<file path="config.mk">
export PLATFORM = sky130hd
export DESIGN_NAME = masked_dual_source_crossfade_blend
export DESIGN_NICKNAME = d
export VERILOG_FILES = /design/src/rtl/core/mdscb_pkg.sv /design/src/rtl/core/mdscb_channel.sv /design/src/rtl/core/masked_dual_source_crossfade_blend.sv
export SDC_FILE = /design/constraint.sdc
export NUM_CORES = 2
export LEC_CHECK = 0
export BUFFER_PORTS_ARGS = -buffer_cell sky130_fd_sc_hd__buf_2
export CAP_MARGIN = 40
export CORE_MARGIN = 4
export CORE_UTILIZATION = 40
export DETAILED_ROUTE_END_ITERATION = 6
export SLEW_MARGIN = 20
export SYNTH_ARGS = -nofsm -noshare
export SYNTH_HDL_FRONTEND = slang
export SYNTH_SLANG_ARGS = --single-unit
export TNS_END_PERCENT = 20
</file>
<file path="constraint.sdc">
create_clock -name clk_i -period 5.5 [get_ports clk_i]
set_input_delay 0.55 -clock clk_i [delete_from_list [all_inputs] [get_ports clk_i]]
set_output_delay 0.55 -clock clk_i [all_outputs]
set_load 0.02 [all_outputs]
</file>
<file path="src/rtl/core/mdscb_pkg.sv">
// shared constants, types and weight conversion for the masked crossfade blend
package mdscb_pkg;

  localparam int unsigned ChanW     = 8;
  localparam int unsigned PixW      = 3 * ChanW;
  localparam int unsigned MaskW     = 8;
  localparam int unsigned PctW      = 8;
  localparam int unsigned WeightW   = 9;
  localparam int unsigned TotalW    = ChanW + 1;
  localparam int unsigned CfgIdxW   = 2;
  localparam int unsigned CfgDataW  = 8;

  localparam logic [WeightW-1:0] FullWeight = 9'd256;
  localparam logic [ChanW-1:0]   ChanMax    = 8'd255;
  localparam logic [16:0]        PctRound   = 17'd50;
  // ceil(2^24 / 100), exact floor division by 100 for 17-bit dividends
  localparam logic [17:0]        PctRecip   = 18'd167773;

  typedef enum logic [CfgIdxW-1:0] {
    CFG_FIRST_PERCENT  = 2'd0,
    CFG_SECOND_PERCENT = 2'd1
  } mdscb_cfg_e;

  // per-stage load enables handed to the channel datapath
  typedef struct packed {
    logic s2;
    logic s3;
    logic s4;
  } mdscb_adv_t;

  // (p*256+50)/100, capped at 256
  function automatic logic [WeightW-1:0] pct_to_weight(input logic [PctW-1:0] pct);
    logic [16:0] num;
    logic [34:0] prod;
    logic [10:0] quo;
    num  = {1'b0, pct, 8'd0} + PctRound;
    prod = 35'(num) * 35'(PctRecip);
    quo  = prod[34:24];
    if (quo > 11'(FullWeight)) begin
      return FullWeight;
    end
    return quo[WeightW-1:0];
  endfunction

endpackage

</file>
<file path="src/rtl/core/mdscb_channel.sv">
// one color channel of the blend datapath, stages two to four
module mdscb_channel (
  input  logic                     clk_i,
  input  mdscb_pkg::mdscb_adv_t    adv_i,
  input  logic [7:0]               first_chan_i,
  input  logic [7:0]               second_chan_i,
  input  logic [7:0]               back_chan_i,
  input  logic [7:0]               first_eff_i,
  input  logic [7:0]               second_eff_i,
  output logic [7:0]               result_o
);
  import mdscb_pkg::*;

  logic [ChanW-1:0]  src_d, src_q;
  logic [ChanW-1:0]  back2_q;
  logic [TotalW-1:0] total_d, total_q;
  logic [16:0]       src_prod_d, src_prod_q;
  logic signed [18:0] back_prod_d, back_prod_q;
  logic [ChanW-1:0]  result_d, result_q;

  logic [16:0]        src_sum;
  logic signed [9:0]  back_fac;
  logic signed [18:0] mix;

  // stage two: weighted source sum and total weight
  always_comb begin
    src_sum = 17'(16'(first_chan_i) * 16'(first_eff_i))
            + 17'(16'(second_chan_i) * 16'(second_eff_i));
    if (src_sum[16:8] > 9'(ChanMax)) begin
      src_d = ChanMax;
    end else begin
      src_d = src_sum[15:8];
    end
    total_d = 9'(first_eff_i) + 9'(second_eff_i);
  end

  // stage three: source and destination products
  always_comb begin
    back_fac    = 10'sd256 - $signed({1'b0, total_q});
    src_prod_d  = 17'(src_q) * 17'(total_q);
    back_prod_d = 19'($signed({1'b0, back2_q})) * 19'(back_fac);
  end

  // stage four: mix, shift and clamp
  always_comb begin
    mix = $signed({2'b00, src_prod_q}) + back_prod_q;
    if (mix[18]) begin
      result_d = '0;
    end else if (mix[17:8] > 10'(ChanMax)) begin
      result_d = ChanMax;
    end else begin
      result_d = mix[15:8];
    end
  end

  always_ff @(posedge clk_i) begin
    if (adv_i.s2) begin
      src_q   <= src_d;
      total_q <= total_d;
      back2_q <= back_chan_i;
    end
    if (adv_i.s3) begin
      src_prod_q  <= src_prod_d;
      back_prod_q <= back_prod_d;
    end
    if (adv_i.s4) begin
      result_q <= result_d;
    end
  end

  assign result_o = result_q;

endmodule

</file>
<file path="src/rtl/core/masked_dual_source_crossfade_blend.sv">
// top level of the masked two-source crossfade blend, rgb888
// Blends one RGB888 pixel per item from two masked sources and the destination pixel.
// The datapath is four register stages (mask weighting, source sum, mix products,
// mix sum and clamp, which is also the output register). A result moves through the
// stages in order and is held on the output while the output is stalled. A new item
// is taken every cycle; the input stalls only when all four
// stages hold items and the output is stalled. Percent registers are written through
// the plain write port and are converted to /256 weights at the write; index 0 is the
// first source, index 1 the second, other indexes are ignored.
module masked_dual_source_crossfade_blend (
  input  logic                          clk_i,
  input  logic                          rst_ni,
  input  logic                          cfg_we_i,
  input  logic [mdscb_pkg::CfgIdxW-1:0] cfg_idx_i,
  input  logic [mdscb_pkg::CfgDataW-1:0] cfg_data_i,
  input  logic                          in_valid_i,
  output logic                          in_stall_o,
  input  logic [23:0]                   first_pixel_i,
  input  logic [23:0]                   second_pixel_i,
  input  logic [7:0]                    first_mask_i,
  input  logic [7:0]                    second_mask_i,
  input  logic [23:0]                   background_pixel_i,
  output logic                          out_valid_o,
  input  logic                          out_stall_i,
  output logic [23:0]                   blended_pixel_o
);
  import mdscb_pkg::*;

  logic [WeightW-1:0] first_w_d, first_w_q;
  logic [WeightW-1:0] second_w_d, second_w_q;

  logic v1_q, v2_q, v3_q, v4_q;
  logic rdy1, rdy2, rdy3, rdy4;
  mdscb_adv_t adv;

  logic [PixW-1:0]  first_pix_q, second_pix_q, back_pix_q;
  logic [ChanW-1:0] first_eff_q, second_eff_q;
  logic [16:0]      first_eprod, second_eprod;

  // config write decode
  always_comb begin
    first_w_d  = first_w_q;
    second_w_d = second_w_q;
    if (cfg_we_i) begin
      unique case (cfg_idx_i)
        CFG_FIRST_PERCENT:  first_w_d  = pct_to_weight(cfg_data_i);
        CFG_SECOND_PERCENT: second_w_d = pct_to_weight(cfg_data_i);
        default: ;
      endcase
    end
  end

  always_ff @(posedge clk_i or negedge rst_ni) begin
    if (!rst_ni) begin
      first_w_q  <= pct_to_weight('0);
      second_w_q <= pct_to_weight('0);
    end else begin
      first_w_q  <= first_w_d;
      second_w_q <= second_w_d;
    end
  end

  // pipeline flow control
  assign rdy4 = !v4_q || !out_stall_i;
  assign rdy3 = !v3_q || rdy4;
  assign rdy2 = !v2_q || rdy3;
  assign rdy1 = !v1_q || rdy2;
  assign in_stall_o = !rdy1;
  assign adv.s2 = rdy2;
  assign adv.s3 = rdy3;
  assign adv.s4 = rdy4;

  always_ff @(posedge clk_i or negedge rst_ni) begin
    if (!rst_ni) begin
      v1_q <= 1'b0;
      v2_q <= 1'b0;
      v3_q <= 1'b0;
      v4_q <= 1'b0;
    end else begin
      if (rdy1) v1_q <= in_valid_i;
      if (rdy2) v2_q <= v1_q;
      if (rdy3) v3_q <= v2_q;
      if (rdy4) v4_q <= v3_q;
    end
  end

  // stage one: effective weights from masks
  assign first_eprod  = 17'(first_w_q) * 17'(first_mask_i);
  assign second_eprod = 17'(second_w_q) * 17'(second_mask_i);

  always_ff @(posedge clk_i) begin
    if (rdy1) begin
      first_pix_q  <= first_pixel_i;
      second_pix_q <= second_pixel_i;
      back_pix_q   <= background_pixel_i;
      first_eff_q  <= first_eprod[15:8];
      second_eff_q <= second_eprod[15:8];
    end
  end

  for (genvar c = 0; c < 3; c++) begin : g_chan
    mdscb_channel u_chan (
      .clk_i         (clk_i),
      .adv_i         (adv),
      .first_chan_i  (first_pix_q[c*ChanW +: ChanW]),
      .second_chan_i (second_pix_q[c*ChanW +: ChanW]),
      .back_chan_i   (back_pix_q[c*ChanW +: ChanW]),
      .first_eff_i   (first_eff_q),
      .second_eff_i  (second_eff_q),
      .result_o      (blended_pixel_o[c*ChanW +: ChanW])
    );
  end

  assign out_valid_o = v4_q;

  a_stall_only_when_full: assert property (@(posedge clk_i) disable iff (!rst_ni)
    in_stall_o |-> (v1_q && v2_q && v3_q && v4_q))
    else $error("input stalled with a free pipeline stage");

  a_weight_cap: assert property (@(posedge clk_i) disable iff (!rst_ni)
    (first_w_q <= FullWeight) && (second_w_q <= FullWeight))
    else $error("weight above full scale");

  a_drain: assert property (@(posedge clk_i) disable iff (!rst_ni)
    (out_valid_o && !out_stall_i && !v3_q) |=> !out_valid_o)
    else $error("result repeated after delivery");

endmodule

</file>
==> flow_metrics.py <==
metrics = {
    "floorplan": {
        "start_util_pct": 40.2,
        "dieHeight_microns": 350,
        "dieArea_sq_mm": 0.122,
        "ioPinCount": 129,
        "rows": 125,
        "dieWidth_microns": 350,
        "core_area_sq_mm": 0.116,
    },
    "drt": {
        "viasPerCell": 4.80,
        "drc": 0,
        "drt_iter0_drc": 1300,
        "vias": 32000,
        "drt_pass1_iterations": 5,
        "totalWireLength_microns": 107000,
        "antenna_left": 0,
        "avgRoutedWirePerCell_microns": 16.1,
    },
    "placement": {
        "pre_cts_ws_ns": -0.583,
        "portBuffers": 128,
        "routabilityCongestion": 0.859,
        "placed_cell_area_sq_mm": 0.0520,
        "hpwl_microns": 89400,
        "dp_cells": 6564,
    },
    "timing": {
        "hold_viol": 0,
        "fin_skew_ns": 0.0236,
        "fin_crit_sh_pct": 105,
        "finalSetupViolCount": 29,
        "max_slew.worst_pin.slew_ns": 0.750,
        "drv_slew": 0,
        "max_slew_margin_pct": 49.8,
        "rsz0062_at_grt": "yes",
        "fmax_ghz": 0.173,
        "period_needed_ns": 5.78,
        "finalWorstSetupSlack_ns": -0.279,
    },
    "layout": {
        "post-route-util_pct": 46.7,
        "nets": 6582,
        "layout.cells.most_common_list": "inv_1, fa_1, ha_1",
        "drive_gt1_share_pct": 14.0,
        "fin_cells": 6664,
        "nFillCells": 10900,
        "final_design_area_no_fill_sq_mm": 0.0542,
        "final_common_cell": "inv_1",
        "area_delta_synth_final_pct": 15.9,
    },
    "status": {
        "status": "complete, but fails checks",
        "violations": "setup timing",
    },
    "clocking": {
        "cts-buffers-inserted": 40,
        "cts.path.max_buffers": 3,
        "clock_sinks": 299,
        "cts_root_buffer": "clkbuf_16",
        "path_clk_slew_ns": 0.07,
        "insertion_delay_ns": 0.63,
        "cts_tree": "done",
        "cts_max_level": 2,
    },
    "global_routing": {
        "grt.total_usage_pct": 18.2,
        "grt_max_degree": 59,
        "grt_pass1_vias": 34400,
        "grt_pass1_wl_microns": 178000,
        "antenna_found_initial": 6,
        "overflow": 0,
    },
    "yosys": {
        "synthCells": 4677,
        "postSynthNetCount": 6150,
        "yosysUniqueCellTypes": 71,
        "yosys.area.top_type": "fa_1",
        "syn_area_sq_mm": 0.0468,
        "synth_top_area_share_pct": 31.6,
        "synth_flop_cell": "edfxtp_1",
        "ys_warn_count": 0,
        "synth_async_sr_flop_share_pct": 7.36,
        "synth_edf_count": 277,
        "yosys-top-cells-area": "fa_1, edfxtp_1, ha_1",
        "ys_seq_area_share_pct": 19.0,
        "synth.avg_cell_area_sq_um": 10.0,
        "ys_ff_latch": 299,
    },
    "critical_path": {
        "r2r_cells": 19,
        "path_max_fanout": 8,
        "worstPathArrival_ns": 6.14,
        "r2r-start": "second_eff_q[2]",
        "required_ns": 5.86,
        "start_kind": "register",
        "worstSetupPathType": "reg2reg",
        "crit_path_end_kind": "register",
        "regToRegEndpoint": "g_chan[2].u_chan.src_q[0]",
        "reg2reg_slack_ns": -0.28,
    },
    "min_path": {
        "holdPathEnd": "first_pix_q[0]",
        "holdPathStages": 1,
        "hold_path.class": "in2reg",
        "hp-start": "first_pixel_i[0]",
    },
    "job": {
        "cap_viol_max_count": 0,
    },
}
[what timing repair did]
item                                    in CTS  in global routing
pin swaps                                   32                 28
setup buffers                               12                 11
endpoints found under the setup margin      44                 67
cloned                                       2                  0
resized for setup                           69                 63
hold buffers                                 1                  0
hold endpoints to repair                    22                  0
[per-layer routing]
layer,track usage (%),wire [microns]
met1,23.5,46700
met2,31.7,52500
met3,2.87,5030
met4,4.72,2870
met5,0,52
[sequential cells by signal (all words and copies together), names as in the netlist]
| register | flops |
|---|---|
| first_w_q | 9 |
| g_chan.u_chan.back2_q | 24 |
| first_eff_q | 8 |
| g_chan.u_chan.result_o | 24 |
| v1_q | 1 |
| first_pix_q | 24 |
| second_eff_q | 8 |
| g_chan.u_chan.src_prod_q | 51 |
| g_chan.u_chan.back_prod_q | 57 |
| g_chan.u_chan.src_q | 24 |
| v3_q | 1 |
| v2_q | 1 |
| second_pix_q | 24 |
| back_pix_q | 24 |
| out_valid_o | 1 |
| g_chan.u_chan.total_q | 9 |
| second_w_q | 9 |
[worst max-delay path: stages (launching register included)]
cell	delay (ns)
edfxtp_1	0.41
buf_12	0.16
buf_6	0.13
and2_4	0.13
fa_1	0.55
inv_2	0.04
fa_1	0.52
inv_1	0.05
fa_1	0.48
fa_2	0.56
fa_1	0.45
fa_2	0.56
ha_4	0.21
a21oi_4	0.17
o21ai_4	0.11
a211oi_4	0.25
o211ai_1	0.15
a31oi_2	0.24
xnor2_2	0.15
o21bai_1	0.19
[Yosys cell counts, types with 11 or more instances]
library cell  instances
a211oi_1             18
a21boi_0             14
a21o_1               48
a21oi_1              85
a31oi_1              12
and2_1              591
and3_1               15
buf_1                13
clkbuf_1            101
dfrtp_1              22
edfxtp_1            277
fa_1                738
ha_1                632
inv_1              1007
nand2_1             476
nand2b_1             16
nand3_1              32
nand4_1              11
nor2_1               92
nor2b_1              16
nor3_1               40
o21a_1               38
o21ai_0              55
o21bai_1             14
o31ai_1              18
or3_1                22
xnor2_1             127
xor2_1               47
[final cells by class]
class,instances,area (sq um),share of cell area (%)
Clock inverter,25,322,0.593
Multi-Input combinational cell,3255,34400,63.5
Timing Repair Buffer,506,3860,7.12
Tap cell,1524,1910,3.52
Antenna cell,2,5.00,0.00923
Inverter,1007,3780,6.98
Clock buffer,46,1050,1.95
Sequential cell,299,8870,16.4
[how the worst max path moves through the flow]
| stage | slack (ns) | startpoint | to | depth (start not counted) |
|---|---|---|---|---|
| after detailed placement | -0.58 | cfg_data_i[1] | second_w_q[8] | 23 |
| final | -0.28 | second_eff_q[2] | g_chan[2].u_chan.src_q[0] | 19 |
| after global routing | -0.47 | g_chan[0].u_chan.total_q[1] | g_chan[2].u_chan.back_prod_q[17] | 22 |
| after global placement | -0.61 | cfg_data_i[1] | first_w_q[8] | 23 |
| after floorplan | -0.19 | g_chan[0].u_chan.total_q[1] | g_chan[0].u_chan.back_prod_q[17] | 21 |
| after CTS | -0.32 | g_chan[0].u_chan.total_q[0] | g_chan[0].u_chan.back_prod_q[17] | 21 |
[per-stage QoR]
stage               hold WS, ns  setup TNS [ns]
floorplan                 0.254           -2.64
global route             0.0584          -12.94
CTS                      0.0463           -5.78
global placement          0.408          -19.72
finish                    0.101           -4.67
detailed placement        0.408          -21.39
[cells by family after synthesis]
kind of cell | count (synthesis) | share of synthesized area, %
fa+ha+maj | 1370 | 48.5
simple gates | 1340 | 14.8
buf+inv | 1123 | 9.06
compound gates | 369 | 5.42
flops | 299 | 19.0
xor+xnor | 174 | 3.26
mux | 2 | 0.0482
Power is not shown: default switching activity piles up to over one toggle a cycle in this logic, so the estimate is an artifact.
